[src/hdl/ksd_pkg.sv]
package ksd_pkg;

  localparam int CMD_QUEUE_DEPTH = 8;
  localparam int QPTR_W = (CMD_QUEUE_DEPTH > 1) ? $clog2(CMD_QUEUE_DEPTH) : 1;
  localparam int QCNT_W = $clog2(CMD_QUEUE_DEPTH + 1);
  localparam int QSUM_W = QCNT_W + 1;

  localparam int LED_W = 3;

  // Bytes exchanged with the keyboard
  localparam logic [7:0] LED_CMD   = 8'hED;
  localparam logic [7:0] KB_ACK    = 8'hFA;
  localparam logic [7:0] KB_RESEND = 8'hFE;

  // Set-1 make and break codes
  localparam logic [7:0] SC_LSHIFT     = 8'h2A;
  localparam logic [7:0] SC_LSHIFT_BRK = 8'hAA;
  localparam logic [7:0] SC_RSHIFT     = 8'h36;
  localparam logic [7:0] SC_RSHIFT_BRK = 8'hB6;
  localparam logic [7:0] SC_LCTRL      = 8'h1D;
  localparam logic [7:0] SC_LCTRL_BRK  = 8'h9D;
  localparam logic [7:0] SC_CAPS       = 8'h3A;
  localparam logic [7:0] SC_NUM        = 8'h45;
  localparam logic [7:0] SC_SCROLL     = 8'h46;
  localparam logic [7:0] SC_BACKSPACE  = 8'h0E;
  localparam logic [7:0] SC_ENTER      = 8'h1C;
  localparam logic [7:0] SC_TAB        = 8'h0F;
  localparam logic [7:0] SC_F11        = 8'h57;
  localparam logic [7:0] SC_C          = 8'h2E;

  localparam logic [LED_W-1:0] LED_CAPS   = 3'b100;
  localparam logic [LED_W-1:0] LED_NUM    = 3'b010;
  localparam logic [LED_W-1:0] LED_SCROLL = 3'b001;

  typedef struct packed {
    logic       char_valid;
    logic [6:0] char_code;
    logic       backspace_key;
    logic       enter_key;
    logic       tab_key;
    logic       break_request;
    logic       f11_key;
  } key_out_t;

  typedef struct packed {
    logic push_led;
    logic ack;
    logic resend;
  } q_ctl_t;

  typedef struct packed {
    logic       tx_valid;
    logic [7:0] tx_byte;
    logic       overflow;
  } tx_out_t;

  // Entries that are the same in both tables
  function automatic logic [6:0] common_map(input logic [6:0] code);
    logic [6:0] ch;
    ch = 7'h00;
    case (code)
      7'h10: ch = 7'h51;
      7'h11: ch = 7'h57;
      7'h12: ch = 7'h45;
      7'h13: ch = 7'h52;
      7'h14: ch = 7'h54;
      7'h15: ch = 7'h59;
      7'h16: ch = 7'h55;
      7'h17: ch = 7'h49;
      7'h18: ch = 7'h4F;
      7'h19: ch = 7'h50;
      7'h1E: ch = 7'h41;
      7'h1F: ch = 7'h53;
      7'h20: ch = 7'h44;
      7'h21: ch = 7'h46;
      7'h22: ch = 7'h47;
      7'h23: ch = 7'h48;
      7'h24: ch = 7'h4A;
      7'h25: ch = 7'h4B;
      7'h26: ch = 7'h4C;
      7'h2C: ch = 7'h5A;
      7'h2D: ch = 7'h58;
      7'h2E: ch = 7'h43;
      7'h2F: ch = 7'h56;
      7'h30: ch = 7'h42;
      7'h31: ch = 7'h4E;
      7'h32: ch = 7'h4D;
      7'h37: ch = 7'h2A;
      7'h39: ch = 7'h20;
      7'h47: ch = 7'h37;
      7'h48: ch = 7'h38;
      7'h49: ch = 7'h39;
      7'h4A: ch = 7'h2D;
      7'h4B: ch = 7'h34;
      7'h4C: ch = 7'h35;
      7'h4D: ch = 7'h36;
      7'h4E: ch = 7'h2B;
      7'h4F: ch = 7'h31;
      7'h50: ch = 7'h32;
      7'h51: ch = 7'h33;
      7'h52: ch = 7'h30;
      7'h53: ch = 7'h2E;
      default: ch = 7'h00;
    endcase
    return ch;
  endfunction

  function automatic logic [6:0] plain_map(input logic [6:0] code);
    logic [6:0] ch;
    ch = common_map(code);
    case (code)
      7'h02: ch = 7'h31;
      7'h03: ch = 7'h32;
      7'h04: ch = 7'h33;
      7'h05: ch = 7'h34;
      7'h06: ch = 7'h35;
      7'h07: ch = 7'h36;
      7'h08: ch = 7'h37;
      7'h09: ch = 7'h38;
      7'h0A: ch = 7'h39;
      7'h0B: ch = 7'h30;
      7'h0C: ch = 7'h2D;
      7'h0D: ch = 7'h5E;
      7'h1A: ch = 7'h40;
      7'h1B: ch = 7'h5B;
      7'h27: ch = 7'h3B;
      7'h28: ch = 7'h3A;
      7'h2B: ch = 7'h5D;
      7'h33: ch = 7'h2C;
      7'h34: ch = 7'h2E;
      7'h35: ch = 7'h2F;
      default: ch = ch;
    endcase
    return ch;
  endfunction

  function automatic logic [6:0] shift_map(input logic [6:0] code);
    logic [6:0] ch;
    ch = common_map(code);
    case (code)
      7'h02: ch = 7'h21;
      7'h03: ch = 7'h22;
      7'h04: ch = 7'h23;
      7'h05: ch = 7'h24;
      7'h06: ch = 7'h25;
      7'h07: ch = 7'h26;
      7'h08: ch = 7'h27;
      7'h09: ch = 7'h28;
      7'h0A: ch = 7'h29;
      7'h0B: ch = 7'h7E;
      7'h0C: ch = 7'h3D;
      7'h0D: ch = 7'h7E;
      7'h1A: ch = 7'h60;
      7'h1B: ch = 7'h7B;
      7'h27: ch = 7'h2B;
      7'h28: ch = 7'h2A;
      7'h2B: ch = 7'h7D;
      7'h33: ch = 7'h3C;
      7'h34: ch = 7'h3E;
      7'h35: ch = 7'h3F;
      7'h73: ch = 7'h5F;
      7'h7D: ch = 7'h7C;
      default: ch = ch;
    endcase
    return ch;
  endfunction

endpackage

[src/hdl/ksd_key_decode.sv]
module ksd_key_decode
  import ksd_pkg::*;
(
  input  logic             command,
  input  logic [7:0]       scan_byte,
  input  logic [1:0]       shift_held,
  input  logic             ctrl_held,
  input  logic [LED_W-1:0] lock_leds,
  input  logic [LED_W-1:0] boot_leds,
  output key_out_t         keys,
  output q_ctl_t           q_ctl,
  output logic [1:0]       shift_held_next,
  output logic             ctrl_held_next,
  output logic [LED_W-1:0] lock_leds_next
);

  logic [6:0] ch;
  logic       shifted;

  assign shifted = |shift_held;

  always_comb begin
    ch              = 7'h00;
    keys            = '0;
    q_ctl           = '0;
    shift_held_next = shift_held;
    ctrl_held_next  = ctrl_held;
    lock_leds_next  = lock_leds;

    if (command) begin
      lock_leds_next = boot_leds;
      q_ctl.push_led = 1'b1;
    end else begin
      if (!scan_byte[7]) begin
        ch = shifted ? shift_map(scan_byte[6:0]) : plain_map(scan_byte[6:0]);
        // letters come out lowercase unless caps lock and shift disagree
        if ((ch inside {[7'h41:7'h5A]}) && (lock_leds[2] == shifted)) begin
          ch = ch + 7'h20;
        end
      end
      keys.char_valid    = (ch != 7'h00);
      keys.char_code     = ch;
      keys.backspace_key = (scan_byte == SC_BACKSPACE);
      keys.enter_key     = (scan_byte == SC_ENTER);
      keys.tab_key       = (scan_byte == SC_TAB);
      keys.f11_key       = (scan_byte == SC_F11);
      keys.break_request = (scan_byte == SC_C) && ctrl_held;

      case (scan_byte)
        SC_LSHIFT:     shift_held_next = shift_held | 2'b01;
        SC_LSHIFT_BRK: shift_held_next = shift_held & 2'b10;
        SC_RSHIFT:     shift_held_next = shift_held | 2'b10;
        SC_RSHIFT_BRK: shift_held_next = shift_held & 2'b01;
        SC_LCTRL:      ctrl_held_next  = 1'b1;
        SC_LCTRL_BRK:  ctrl_held_next  = 1'b0;
        SC_CAPS: begin
          lock_leds_next = lock_leds ^ LED_CAPS;
          q_ctl.push_led = 1'b1;
        end
        SC_NUM: begin
          lock_leds_next = lock_leds ^ LED_NUM;
          q_ctl.push_led = 1'b1;
        end
        SC_SCROLL: begin
          lock_leds_next = lock_leds ^ LED_SCROLL;
          q_ctl.push_led = 1'b1;
        end
        KB_ACK:    q_ctl.ack    = 1'b1;
        KB_RESEND: q_ctl.resend = 1'b1;
        default: begin
        end
      endcase
    end
  end

endmodule

[src/hdl/ksd_cmd_queue.sv]
module ksd_cmd_queue
  import ksd_pkg::*;
(
  input  logic             clk,
  input  logic             rst,
  input  logic             step,
  input  q_ctl_t           q_ctl,
  input  logic [LED_W-1:0] led_byte,
  output tx_out_t          tx
);

  logic [7:0]        queue_mem [CMD_QUEUE_DEPTH];
  logic [QPTR_W-1:0] queue_head, queue_head_next;
  logic [QCNT_W-1:0] queue_count, queue_count_next;
  logic              awaiting_ack, awaiting_ack_next;
  logic [7:0]        inflight_byte, inflight_byte_next;

  logic              ok1, ok2, pop, awaiting_mid, resend_tx;
  logic [QCNT_W-1:0] cnt1, cnt2;
  logic [QSUM_W-1:0] sum1, sum2;
  logic [QPTR_W-1:0] pos1, pos2;
  logic [7:0]        pop_byte;

  always_comb begin
    ok1  = q_ctl.push_led && (queue_count < QCNT_W'(CMD_QUEUE_DEPTH));
    cnt1 = queue_count + QCNT_W'(ok1);
    ok2  = q_ctl.push_led && (cnt1 < QCNT_W'(CMD_QUEUE_DEPTH));
    cnt2 = cnt1 + QCNT_W'(ok2);

    sum1 = QSUM_W'(queue_head) + QSUM_W'(queue_count);
    if (sum1 >= QSUM_W'(CMD_QUEUE_DEPTH)) sum1 = sum1 - QSUM_W'(CMD_QUEUE_DEPTH);
    sum2 = QSUM_W'(queue_head) + QSUM_W'(cnt1);
    if (sum2 >= QSUM_W'(CMD_QUEUE_DEPTH)) sum2 = sum2 - QSUM_W'(CMD_QUEUE_DEPTH);
    pos1 = sum1[QPTR_W-1:0];
    pos2 = sum2[QPTR_W-1:0];

    awaiting_mid = awaiting_ack && !q_ctl.ack;
    resend_tx    = q_ctl.resend && awaiting_ack;
    pop          = !awaiting_mid && (cnt2 != '0);
    // an empty queue can only pop the command byte pushed in this beat
    pop_byte     = (queue_count == '0) ? LED_CMD : queue_mem[queue_head];

    tx.overflow = q_ctl.push_led && !(ok1 && ok2);
    tx.tx_valid = pop || resend_tx;
    tx.tx_byte  = pop ? pop_byte : (resend_tx ? inflight_byte : 8'h00);

    queue_head_next    = queue_head;
    if (pop) begin
      queue_head_next = (queue_head == QPTR_W'(CMD_QUEUE_DEPTH - 1)) ? '0
                                                                      : queue_head + QPTR_W'(1);
    end
    queue_count_next   = cnt2 - QCNT_W'(pop);
    awaiting_ack_next  = pop ? 1'b1 : awaiting_mid;
    inflight_byte_next = pop ? pop_byte : inflight_byte;
  end

  always_ff @(posedge clk) begin
    if (rst) begin
      queue_head    <= '0;
      queue_count   <= '0;
      awaiting_ack  <= 1'b0;
      inflight_byte <= 8'h00;
    end else if (step) begin
      queue_head    <= queue_head_next;
      queue_count   <= queue_count_next;
      awaiting_ack  <= awaiting_ack_next;
      inflight_byte <= inflight_byte_next;
    end
  end

  always_ff @(posedge clk) begin
    if (step && ok1) queue_mem[pos1] <= LED_CMD;
    if (step && ok2) queue_mem[pos2] <= {{(8 - LED_W){1'b0}}, led_byte};
  end

endmodule

[src/hdl/keyboard_scancode_decoder_core.sv]
// Set-1 keyboard byte decoder with lock LED handling and an 8-byte command queue
// toward the keyboard. One result beat comes out for every input beat, in order:
// a beat is registered on input, then decoded and applied to the modifier, LED and
// queue state as its result lands in an output register, so one beat per clock is
// sustained while out_valid is low or out_ready is high. The input side keeps
// taking beats while a result waits as long as the output register can be freed
// in the same cycle. tx_valid/tx_byte report the byte that must go to the
// keyboard for that beat (a newly dequeued byte, or the byte in flight on
// RESEND); a new queued byte goes out only after the previous one was ACKed.
// boot_leds is written through cfg_wr_en/cfg_wr_data and used by an init beat
// (command = 1); write it only while the block is idle.
module keyboard_scancode_decoder_core
  import ksd_pkg::*;
(
  input  logic             clk,
  input  logic             rst,
  input  logic             cfg_wr_en,
  input  logic [LED_W-1:0] cfg_wr_data,
  input  logic             in_valid,
  output logic             in_ready,
  input  logic             command,
  input  logic [7:0]       scan_byte,
  output logic             out_valid,
  input  logic             out_ready,
  output logic             char_valid,
  output logic [6:0]       char_code,
  output logic             backspace_key,
  output logic             enter_key,
  output logic             tab_key,
  output logic             break_request,
  output logic             f11_key,
  output logic             tx_valid,
  output logic [7:0]       tx_byte,
  output logic [LED_W-1:0] led_state,
  output logic             queue_overflow
);

  logic [LED_W-1:0] boot_leds;

  logic             in_full;
  logic             command_q;
  logic [7:0]       scan_q;
  logic             step;

  logic [1:0]       shift_held, shift_held_next;
  logic             ctrl_held, ctrl_held_next;
  logic [LED_W-1:0] lock_leds, lock_leds_next;

  key_out_t         keys;
  q_ctl_t           q_ctl;
  tx_out_t          tx;

  assign step     = in_full && (!out_valid || out_ready);
  assign in_ready = !in_full || step;

  always_ff @(posedge clk) begin
    if (rst) begin
      boot_leds <= '0;
    end else if (cfg_wr_en) begin
      boot_leds <= cfg_wr_data;
    end
  end

  always_ff @(posedge clk) begin
    if (rst) begin
      in_full <= 1'b0;
    end else if (in_ready) begin
      in_full <= in_valid;
    end
  end

  always_ff @(posedge clk) begin
    if (in_valid && in_ready) begin
      command_q <= command;
      scan_q    <= scan_byte;
    end
  end

  ksd_key_decode u_decode (
    .command         (command_q),
    .scan_byte       (scan_q),
    .shift_held      (shift_held),
    .ctrl_held       (ctrl_held),
    .lock_leds       (lock_leds),
    .boot_leds       (boot_leds),
    .keys            (keys),
    .q_ctl           (q_ctl),
    .shift_held_next (shift_held_next),
    .ctrl_held_next  (ctrl_held_next),
    .lock_leds_next  (lock_leds_next)
  );

  ksd_cmd_queue u_queue (
    .clk      (clk),
    .rst      (rst),
    .step     (step),
    .q_ctl    (q_ctl),
    .led_byte (lock_leds_next),
    .tx       (tx)
  );

  always_ff @(posedge clk) begin
    if (rst) begin
      shift_held <= '0;
      ctrl_held  <= 1'b0;
      lock_leds  <= '0;
    end else if (step) begin
      shift_held <= shift_held_next;
      ctrl_held  <= ctrl_held_next;
      lock_leds  <= lock_leds_next;
    end
  end

  always_ff @(posedge clk) begin
    if (rst) begin
      out_valid <= 1'b0;
    end else if (step) begin
      out_valid <= 1'b1;
    end else if (out_ready) begin
      out_valid <= 1'b0;
    end
  end

  always_ff @(posedge clk) begin
    if (step) begin
      char_valid     <= keys.char_valid;
      char_code      <= keys.char_code;
      backspace_key  <= keys.backspace_key;
      enter_key      <= keys.enter_key;
      tab_key        <= keys.tab_key;
      break_request  <= keys.break_request;
      f11_key        <= keys.f11_key;
      tx_valid       <= tx.tx_valid;
      tx_byte        <= tx.tx_byte;
      led_state      <= lock_leds_next;
      queue_overflow <= tx.overflow;
    end
  end

endmodule

[config.mk]
export PLATFORM = sky130hd
export DESIGN_NAME = keyboard_scancode_decoder_core
export DESIGN_NICKNAME = d
export VERILOG_FILES = /design/src/hdl/ksd_pkg.sv /design/src/hdl/ksd_key_decode.sv /design/src/hdl/ksd_cmd_queue.sv /design/src/hdl/keyboard_scancode_decoder_core.sv
export SDC_FILE = /design/constraint.sdc
export NUM_CORES = 1
export LEC_CHECK = 0
export ABC_CLOCK_PERIOD_IN_PS = 4220
export BUFFER_PORTS_ARGS = -buffer_cell sky130_fd_sc_hd__buf_2
export CAP_MARGIN = 20
export CORE_AREA = 2 2 108 110
export DETAILED_ROUTE_END_ITERATION = 12
export DIE_AREA = 0 0 110 112
export HOLD_SLACK_MARGIN = 0.03
export PLACE_DENSITY = 0.75
export SLEW_MARGIN = 20
export SYNTH_ARGS = -nofsm -noshare
export SYNTH_HDL_FRONTEND = slang
export SYNTH_SLANG_ARGS = --single-unit
[constraint.sdc]
create_clock -name clk -period 4.22 [get_ports clk]
set_input_delay 0.844 -clock clk [delete_from_list [all_inputs] [get_ports clk]]
set_output_delay 0.844 -clock clk [all_outputs]
set_load 0.005 [all_outputs]
== Yosys cells after proc, flatten, opt, wreduce, memory -nomap -nowiden ==
Memory sizes are Yosys's and may differ from the RTL's. A register that Yosys moved wholly into a read port is not among the register bits.
Cells that the tools add are included.
Cells by class
  equality and inequality tests: 40
  $lt $le $gt $ge: 6
  reduce and logical (&&, ||, !) cells: 36
  add/sub/neg operators: 9
  bitwise gates (word level): 8
  muxes and demuxes: 36
Operators by type and width (number)
  7-bit one-hot mux with 21 select lines: 1
  7-bit one-hot mux with 20 select lines: 1
  7-bit 2-to-1 mux: 10
  7-bit by 4-bit equality test with 1-bit output, second input constant: 6
  7-bit by 6-bit equality test with 1-bit output, second input constant: 6
  8-bit equality test, second input constant: 5
  8-bit by 6-bit equality test with 1-bit output, second input constant: 4
  7-bit by 3-bit equality test with 1-bit output, second input constant: 4
  8-bit by 7-bit equality test with 1-bit output, second input constant: 3
  8-bit 2-to-1 mux: 3
  3-bit 2-to-1 mux: 6
  8-bit by 4-bit equality test with 1-bit output, second input constant: 2
  8-bit by 5-bit equality test with 1-bit output, second input constant: 2
  7-bit by 2-bit equality test with 1-bit output, second input constant: 2
  7-bit by 5-bit equality test with 1-bit output, second input constant: 2
  7-bit equality test, second input constant: 2
  1-bit logical AND: 14
  1-bit 2-to-1 mux: 11
  3-bit by 4-bit adder with 5-bit output: 2
  5-bit by 4-bit greater-or-equal comparator with 1-bit output, second input constant: 2
  5-bit AND reduction: 2
  3-bit one-hot mux with 3 select lines: 1
  4-bit by 1-bit adder with 4-bit output: 2
  4-bit less-than comparator, second input constant: 2
  22 further kinds: 40
Word-level totals
  output and inout port bits: 28
  memory bits (writable): 56
  memories kept: 3
  word-level logic and storage cells: 162
  register bits: 62
  bits in read-only memories: 1792
Memories
  (name not given): words 128, bits a word 7, rd ports 1, clocked after Yosys merged registers in 1, wr ports 0, RTL line ksd_pkg.sv:61  | case (code)
  (name not given): words 128, bits a word 7, rd ports 1, clocked after Yosys merged registers in 1, wr ports 0, RTL line ksd_pkg.sv:61
  u_queue.queue_mem: words 8, bits a word 7, rd ports 1, clocked after Yosys merged registers in 1, wr ports 2, RTL line ksd_cmd_queue.sv:12  | logic [7:0] queue_mem [CMD_QUEUE_DEPTH];

== Longest topological paths before layout ==
Gate-level depths: netlist (run 1).
  depth in word-level cells: 14
  mapped depth: 23
  depth with buffers taken out: 21

== By module ==
Synthesis (run 1) repeated with hierarchy kept, for this count alone.
Second synthesis, totals
  cell total of the unflattened synthesis: 623
  area total of the unflattened synthesis: 6213.5 µm²
By module, submodules not included
  ksd_cmd_queue: area an instance 2783.9 µm², cells each 258, seq. area each 1181.1 µm², instances 1
  ksd_key_decode: area an instance 1918.1 µm², cells each 285, seq. area each 0.0 µm², instances 1
  keyboard_scancode_decoder_core: area an instance 1511.4 µm², cells each 80, seq. area each 1271.2 µm², instances 1

== Worst setup path after synthesis (run 1) ==
Ideal clock, no wire load.
  path type: flip-flop to flip-flop
  start: register scan_q[2]
  end: register u_queue.queue_count[2]
  data required time: 4.149 ns
  slack: -0.055 ns
  arrival time: 4.204 ns
  path buffers: 2
  stages on the path, launching flop included: 23
  library setup time: 0.071 ns
  cells stage by stage: edfxtp_1 > buf_6 > buf_2 > and2b_1 > nand2_1 > nor3_1 > a311o_1 > and2_1 > ha_1 > nand3_1 > xnor2_1 > nand2_1 > inv_1 > ha_1 > ha_1 > or4_1 > nand2_1 > inv_1 > ha_1 > ha_1 > xnor2_1 > or3_1 > a21oi_1
On the way
  cells in the longest elaborated chain, start to end: 12
  elaborated cells between the ends (all ways): 20
  classes of those cells: 3 x add/sub; 1 x order compare; 4 x eq/ne; 4 x mux; 8 x reduce/logical
RTL lines
  from (decl): RTL line keyboard_scancode_decoder_core.sv:42  | logic [7:0] scan_q;
  from (signal assigned): RTL line keyboard_scancode_decoder_core.sv:75  | scan_q <= scan_byte;
  8-bit by 6-bit equality test with 1-bit output / 8-bit by 7-bit equality test with 1-bit output (equally long branches): RTL line ksd_key_decode.sv:49  | case (scan_byte)
  3-bit OR reduction (no source line)
  1-bit 2-to-1 mux: RTL line ksd_key_decode.sv:49
  1-bit 2-to-1 mux: RTL line ksd_key_decode.sv:30  | if (command) begin
  1-bit logical AND: RTL line ksd_cmd_queue.sv:25  | ok1 = q_ctl.push_led && (queue_count < QCNT_W'(CMD_QUEUE_DEPTH));
  4-bit by 1-bit adder with 4-bit output: RTL line ksd_cmd_queue.sv:26  | cnt1 = queue_count + QCNT_W'(ok1);
  4-bit less-than comparator: RTL line ksd_cmd_queue.sv:27  | ok2 = q_ctl.push_led && (cnt1 < QCNT_W'(CMD_QUEUE_DEPTH));
  1-bit logical AND: RTL line ksd_cmd_queue.sv:27
  4-bit by 1-bit adder with 4-bit output: RTL line ksd_cmd_queue.sv:28  | cnt2 = cnt1 + QCNT_W'(ok2);
  4-bit nonzero test: RTL line ksd_cmd_queue.sv:39  | pop = !awaiting_mid && (cnt2 != '0);
  1-bit logical AND: RTL line ksd_cmd_queue.sv:39
  4-bit by 1-bit subtractor with 4-bit output (*): RTL line ksd_cmd_queue.sv:52  | queue_count_next = cnt2 - QCNT_W'(pop);
  to (signal assigned): RTL line ksd_cmd_queue.sv:65  | queue_count <= queue_count_next;
  to (decl): RTL line ksd_cmd_queue.sv:14  | logic [QCNT_W-1:0] queue_count, queue_count_next;
Mark *: on every way between the ends. The rest lies on a longest branch, timed or not.
A chain may end at the register's enable or synchronous reset.

== Final worst setup path (run 1) ==
  start: register scan_q[0]
  end: register u_queue.queue_count[2]
The elaborated chain is that of the path after synthesis.

==> results of run 1 <==
[cell families after synthesis]
| family | synth area share |
|---|---|
| buffers and inverters | 0.0510 |
| AOI/OAI and AO/OA | 0.178 |
| muxes | 0.0843 |
| xor gates and xnor gates | 0.0294 |
| other | 0.000629 |
| adders and majority gates | 0.0466 |
| DFF | 0.415 |
| and+or+nand+nor | 0.196 |
[final cells by class]
type                       instances  share of cell area
multi-input combinational        453               0.481
timing repair buffer              78              0.0706
inverter                          29              0.0161
sequential                        96               0.365
clock inverter                     5             0.00610
clock buffer                      11              0.0344
tap                              143              0.0264
[where the power goes]
group | switching [mW] | internal (mW)
logic | 0.327 | 0.252
registers | 0.0528 | 1.08
clock network | 0.347 | 0.404
[through the flow]
stage | util | TNS (ns)
floorplan | - | 0
global placement | 0.570 | 0
detailed placement | 0.570 | -0.126
CTS | 0.597 | 0
global route | 0.606 | -0.0323
finish | 0.606 | 0
[layer usage]
metal | vias to the layer above | routed length [um] | GRT usage
met4 | 0 | 222 | 0.0709
met1 | 2349 | 6550 | 0.360
met2 | 191 | 6360 | 0.353
li1 | 2379 | - | -
met3 | 23 | 861 | 0.0375
met5 | - | 0 | 0
[critical path, cell delays in order (launching register included)]
cell,delay [ns]
edfxtp_1,0.43
nor2b_2,0.20
nand2_2,0.11
nor3_4,0.21
a311o_1,0.16
and2_4,0.16
ha_2,0.19
nand3_2,0.11
xnor2_2,0.20
nand2_1,0.09
inv_1,0.08
ha_2,0.18
ha_2,0.28
or4_4,0.52
nand2_2,0.09
inv_2,0.05
ha_2,0.17
ha_1,0.19
xnor2_1,0.13
or3_1,0.33
a21oi_2,0.12
[cell usage in the layout, fill, tap and decap left out, drive strengths merged, types with 3 or more instances in the layout]
cell,n
buf,78
ha,19
o211ai,4
mux4,8
inv,30
or4,3
clkbuf,11
nor2b,9
o21ai,27
nand3,17
edfxtp,55
or3,4
mux2i,30
nand2,55
nor3b,3
a22o,8
a21oi,29
a22oi,6
a2111oi,5
nand4,3
a31oi,8
nor3,7
and3,4
o22ai,8
and2,5
a211oi,13
xnor2,11
a21boi,6
nand3b,3
nand2b,5
or2,6
nand4b,5
nor4,13
dfxtp,41
xor2,9
nor2,76
[final timing paths]
kind / from / to / cells after the start
max: scan_q[0] / u_queue.queue_count[2] / 20
min: u_queue.queue_mem[0][5] / u_queue.queue_mem[0][5] / 2
max reg2reg: scan_q[0] / u_queue.queue_count[2] / 20
min reg2reg: u_queue.queue_mem[0][5] / u_queue.queue_mem[0][5] / 2
[timing repair]
item | 4_1_cts | 5_1_grt
pin swaps | 1 | 5
resized for setup | 4 | 11
setup buffers | 1 | 8
endpoints found under the setup margin | 1 | 2
cloned | 0 | 0
==> flow_metrics.tcl, run 1 <==
set metrics [dict create \
    outcome "completed" \
    worstPathRequired_ns 4.50 \
    dieHeight_um 112 \
    post-place-ws_ns -0.126 \
    stdcell_area_um2 6770 \
    synth_ff_type "edfxtp_1" \
    cts_tree "yes" \
    wl_mm 14.0 \
    ir_worst_vdd_uv 189 \
    cp.arrival_ns 4.36 \
    syn_to_final_growth_pct 13.6 \
    synth_area_leaders "edfxtp_1, dfxtp_1, mux2i_1, nor2_1, ha_1" \
    synth_seq_cells 96 \
    tightest_slew_ns 1.00 \
    setup_ws_ns 0.143 \
    die_w_um 110 \
    ff2ff_setup_slack_ns 0.14 \
    viasPerCell 6.06 \
    synth_edf_count 55 \
    p_leak_nw 2.66 \
    grt_remaining_overflow 0 \
    rows 39 \
    drtIter0Drc 354 \
    synth.avg_cell_area_um2 9.71 \
    synth.top_cells.by_count "nor2_1, edfxtp_1, nand2_1, dfxtp_1, mux2i_1" \
    floorplan.initialDensity 0.534 \
    max_freq_ghz 0.245 \
    cts_inserted_buffers 9 \
    final_cell_count_no_fill 815 \
    fillers 922 \
    drive_above_1_share 0.217 \
    drc 0 \
    gp_congestion 0.923 \
    routedWlPerCell_um 17.2 \
    dr.pass1.iters 5 \
    htree_levels 3 \
    synth_area_um2 5960 \
    die_area_um2 12300 \
    synth_fp_nets 652 \
    dp_cells 790 \
    diodes 0 \
    whs_ns 0.458 \
    critPathKind "reg -> reg" \
    post-dp-hpwl_mm 10.5 \
    multi_input_area_um2 3260 \
    cp-start-kind "flip-flop" \
    power_density_nw_per_um2 363 \
    cts_sinks 96 \
    cts_hold_buf 0 \
    hp-class "reg -> reg" \
    synth-seq-area-share 0.415 \
    power_mw 2.46 \
    worstPathMaxFanout 4 \
    cts_buffer_depth 2 \
    grt_first_pass_wirelength_mm 23.2 \
    grt_pass1_vias 4632 \
    end_kind "flip-flop" \
    port_buffers 43 \
    period_minus_slack_ns 4.08 \
    core_um2 11200 \
    yosysTopAreaCell "edfxtp_1" \
    hold_viol 0 \
    ys_types 87 \
    synth_top_area_frac 0.277 \
    vias 4942 \
    clk_pin_slew_worst_paths_ns 0.07 \
    grt_start_max_net_pins 34 \
    grtUsageTotal 0.239 \
    root_buffer "clkbuf_16" \
    antenna_found_initial 0 \
    slew_violations 0 \
    maxCapViolations 0 \
    ys_warn_count 0 \
    placed_area_um2 6370 \
    async_reset_ff_frac 0 \
    syn_inst 614 \
    nets 705 \
    finClkSkew_ns 0.0105 \
    synth.most_common_cell "nor2_1" \
    finalSetupViolCount 0 \
    io_pins 45 \
    maxSlewHeadroom 0.334 \
    fin_crit_sh 0.966 \
    clock_latency_ns 0.35 \
    regArea_um2 2470 \
    ant_nets 0 \
]
(Power assumes the default switching activity.)
==> run 2, diff against run 1 <==
- ABC_CLOCK_PERIOD_IN_PS: 4220 -> 4400
- PLACE_DENSITY: 0.75 -> 0.72
- clock period: 4.22 -> 4.4 ns (I/O delays scaled with it)
==> flow_metrics.tcl, run 2 (synthesized netlist as in run 1, its figures left out) <==
set metrics [dict create \
    period_minus_slack_ns 4.24 \
    fillers 930 \
    vias 4880 \
    ir_worst_vdd_uv 179 \
    clock_latency_ns 0.35 \
    htree_levels 3 \
    globalRouteMet3Util 0.0281 \
    dr.pass1.iters 5 \
    diodes 0 \
    wl_mm 14.0 \
    cts_sinks 96 \
    grtUsageTotal 0.236 \
    cp.arrival_ns 4.52 \
    nets 698 \
    final_cell_count_no_fill 808 \
    ant_nets 0 \
    grt_start_max_net_pins 32 \
    grt_pass1_vias 4631 \
    maxSlewHeadroom 0.374 \
    cts_inserted_buffers 9 \
    root_buffer "clkbuf_16" \
    io_pins 45 \
    finish.utilization 0.603 \
    met1_usage 0.347 \
    placed_area_um2 6350 \
    antenna_found_initial 0 \
    maxCapViolations 0 \
    drive_above_1_share 0.194 \
    drtIter0Drc 363 \
    stdcell_area_um2 6740 \
    slew_violations 0 \
    finClkSkew_ns 0.0106 \
    hp-class "reg -> reg" \
    cts_tree "yes" \
    finalSetupViolCount 0 \
    setup_ws_ns 0.160 \
    cp-start-kind "flip-flop" \
    routedWlPerCell_um 17.3 \
    fin_crit_sh 0.964 \
    final_common_cell "nor2_1" \
    core_um2 11200 \
    hold_viol 0 \
    post-dp-hpwl_mm 10.2 \
    clk_pin_slew_worst_paths_ns 0.07 \
    power_mw 2.47 \
    cts_hold_buf 0 \
    max_freq_ghz 0.236 \
    grt_first_pass_wirelength_mm 22.8 \
    grt_remaining_overflow 0 \
    port_buffers 43 \
    multi_input_area_um2 3230 \
    floorplan.initialDensity 0.534 \
    layout_common_cells "nor2_1, edfxtp_1, nand2_1" \
    critPathKind "reg -> reg" \
    regArea_um2 2470 \
    post-place-ws_ns -0.0197 \
    busiest_layer "met2" \
    worstPathRequired_ns 4.68 \
    gp_congestion 0.948 \
    power_density_nw_per_um2 367 \
    die_area_um2 12300 \
    rows 39 \
    worstPathMaxFanout 4 \
    die_w_um 110 \
    drc 0 \
    end_kind "flip-flop" \
    dp_cells 789 \
    cts_buffer_depth 2 \
    viasPerCell 6.04 \
    syn_to_final_growth_pct 13.0 \
    dieHeight_um 112 \
    grt_util_met2 0.354 \
    outcome "completed" \
    p_leak_nw 2.64 \
    tightest_slew_ns 0.938 \
]
[run 2: repair_timing]
item                       CTS  global route
setup buffers                0             3
setup endpoints to repair    1            13
gates resized for setup      1             7
pin swaps                    0             2
[run 2: per-layer routing]
metal  vias up  part of all wire
met4         0             0.025
met1      2317              0.47
li1       2365                 -
met2       171              0.45
met3        27             0.051
met5         -                 0
[run 2: worst paths after layout]
| check | slack, ns | from | depth (start not counted) | endpoint |
|---|---|---|---|---|
| worst max register to register | 0.16 | scan_q[0] | 21 | u_queue.queue_count[2] |
| worst min-delay path | 0.46 | u_queue.queue_mem[5][5] | 2 | u_queue.queue_mem[5][5] |
| worst max-delay path | 0.16 | scan_q[0] | 21 | u_queue.queue_count[2] |
| worst min register to register | 0.46 | u_queue.queue_mem[5][5] | 2 | u_queue.queue_mem[5][5] |
[run 2: worst max-delay path, cell delays in order, from the launching register on]
cell	delay, ns
edfxtp_1	0.45
nor2b_4	0.17
nand2_1	0.12
nor3_2	0.23
a311o_1	0.17
and2_1	0.17
ha_1	0.22
nand3_2	0.12
xnor2_2	0.19
nand2_1	0.10
inv_1	0.08
ha_2	0.20
nand3_1	0.08
xor2_1	0.18
or4_4	0.50
nand2_1	0.10
inv_1	0.09
ha_1	0.22
ha_1	0.20
xnor2_1	0.13
or3_1	0.30
a21oi_1	0.13
[run 2: cell type report]
type	count	area share
multi-input cells	453	0.480
well taps	143	0.0266
repair buffers	71	0.0632
flip-flops and latches	96	0.367
clock inverters	6	0.0136
inverters	29	0.0162
clock buffers	10	0.0340
[run 2: metrics by stage]
stage | hold WS, ns | setup TNS [ns]
detailed placement | 0.451 | -0.0197
floorplan | 0.432 | 0
global placement | 0.442 | 0
finish | 0.459 | 0
global route | 0.478 | -0.0377
CTS | 0.461 | 0
[run 2: report_power, final]
group	internal (mW)	switching, mW	total (mW)
registers	1.03	0.0490	1.08
clock network	0.502	0.338	0.840
logic	0.236	0.318	0.553
total	1.77	0.705	2.47
==> run 3, diff against run 2 <==
- RECOVER_POWER: not set -> 100
==> flow_metrics.tcl, run 3 (synthesized netlist as in run 1, its figures left out) <==
set metrics [dict create \
    cts_tree "yes" \
    outcome "completed" \
    drive_above_1_share 0.149 \
    setup_ws_ns 0.158 \
    period_minus_slack_ns 4.24 \
    viasPerCell 6.07 \
    hold_viol 0 \
    cts_inserted_buffers 9 \
    diodes 0 \
    layout_common_cells "nor2_1, edfxtp_1, nand2_1" \
    post-place-ws_ns -0.0197 \
    maxSlewHeadroom 0.0257 \
    final_common_cell "nor2_1" \
    die_area_um2 12300 \
    drc 0 \
    port_buffers 43 \
    root_buffer "clkbuf_16" \
    cts_buffer_depth 2 \
    grt_first_pass_wirelength_mm 22.8 \
    rows 39 \
    end_kind "flip-flop" \
    grtUsageTotal 0.236 \
    worstPathRequired_ns 4.68 \
    r2r-start "scan_q[0]" \
    routedWlPerCell_um 17.4 \
    nets 698 \
    htree_levels 3 \
    wl_mm 14.0 \
    power_mw 2.47 \
    worst_r2r_path_depth 21 \
    critPathKind "reg -> reg" \
    fillers 941 \
    grt_pass1_vias 4631 \
    power_density_nw_per_um2 369 \
    dieHeight_um 112 \
    grt_start_max_net_pins 32 \
    antenna_found_initial 0 \
    cts_sinks 96 \
    gp_congestion 0.948 \
    endpoint "u_queue.queue_count[2]" \
    vias 4904 \
    cp.arrival_ns 4.52 \
    max_freq_ghz 0.236 \
    post-dp-hpwl_mm 10.2 \
    p_leak_nw 2.56 \
    worstPathMaxFanout 4 \
    floorplan.initialDensity 0.534 \
    fin_crit_sh 0.964 \
    ant_nets 0 \
    grt_remaining_overflow 0 \
    dr.pass1.iters 5 \
    clk_pin_slew_worst_paths_ns 0.07 \
    slew_violations 0 \
    cp-start-kind "flip-flop" \
    drtIter0Drc 342 \
    tightest_slew_ns 1.46 \
    crit_path_start "scan_q[0]" \
    clock_latency_ns 0.35 \
    finalSetupViolCount 0 \
    maxCapViolations 0 \
    core_um2 11200 \
    ir_worst_vdd_uv 179 \
    hp-class "reg -> reg" \
    ff2ff_setup_slack_ns 0.16 \
    die_w_um 110 \
    r2r_end "u_queue.queue_count[2]" \
    cts_hold_buf 0 \
    io_pins 45 \
    finClkSkew_ns 0.0110 \
    syn_to_final_growth_pct 12.2 \
]
## run 3: changes by cell type in the layout (fill, tap and decap cells not counted), sizes merged
cell    change
buf        -28
clkbuf     +28
## run 3: cell type report
cell class,instances,area [um2],share of cell area
clock buffers,10,229,0.0342
clock inverters,6,91.3,0.0137
inverters,29,109,0.0163
multi-input cells,453,3230,0.483
flip-flops and latches,96,2470,0.370
well taps,143,179,0.0267
repair buffers,71,379,0.0567
## run 3: metal layers
| metal | wire length (um) | global-route usage |
|---|---|---|
| met2 | 6330 | 0.354 |
| met5 | 0 | 0 |
| met4 | 325 | 0.0937 |
| met3 | 861 | 0.0281 |
| met1 | 6520 | 0.347 |
## run 3: worst min-delay path by stage
stage                                  startpoint                      end  slack [ns]  cells after the start
after global placement    u_queue.queue_mem[5][5]  u_queue.queue_mem[5][5]        0.44                      2
final                     u_queue.queue_mem[5][5]  u_queue.queue_mem[5][5]        0.46                      2
after floorplan           u_queue.queue_mem[3][5]  u_queue.queue_mem[3][5]        0.43                      2
after detailed placement  u_queue.queue_mem[5][5]  u_queue.queue_mem[5][5]        0.45                      2
after CTS                 u_queue.queue_mem[5][5]  u_queue.queue_mem[5][5]        0.46                      2
after global routing      u_queue.queue_mem[4][5]  u_queue.queue_mem[4][5]        0.48                      2
## run 3: through the flow
step                hold WS [ns]  cell area [um2]  utilization  cells  TNS [ns]
floorplan                  0.432             5960            -    614         0
global placement           0.442             6350        0.568    789         0
detailed placement         0.451             6350        0.568    789   -0.0197
CTS                        0.461             6680        0.597    805         0
global route               0.478             6690        0.599    808   -0.0381
finish                     0.459             6690        0.599    808         0
## run 3: worst max-delay path, cell delays in order (launching register included)
cell and delay, ns:
edfxtp_1 0.46, nor2b_4 0.17, nand2_1 0.12, nor3_2 0.23, a311o_1 0.17, and2_1 0.17, ha_1 0.21, nand3_2 0.12
xnor2_2 0.19, nand2_1 0.10, inv_1 0.09, ha_2 0.20, nand3_1 0.08, xor2_1 0.18, or4_4 0.50, nand2_1 0.10
inv_1 0.09, ha_1 0.22, ha_1 0.20, xnor2_1 0.13, or3_1 0.30, a21oi_1 0.13
## run 3: power breakdown
| part | internal [mW] | total [mW] | switching, mW |
|---|---|---|---|
| Sequential | 1.03 | 1.08 | 0.0494 |
| Combinational | 0.230 | 0.547 | 0.317 |
| Clock | 0.502 | 0.840 | 0.338 |
## run 3: repair_timing
item | in CTS | in global routing
pin swaps | 0 | 2
endpoints found under the setup margin | 1 | 13
buffers inserted | 0 | 3
resized for setup | 1 | 7
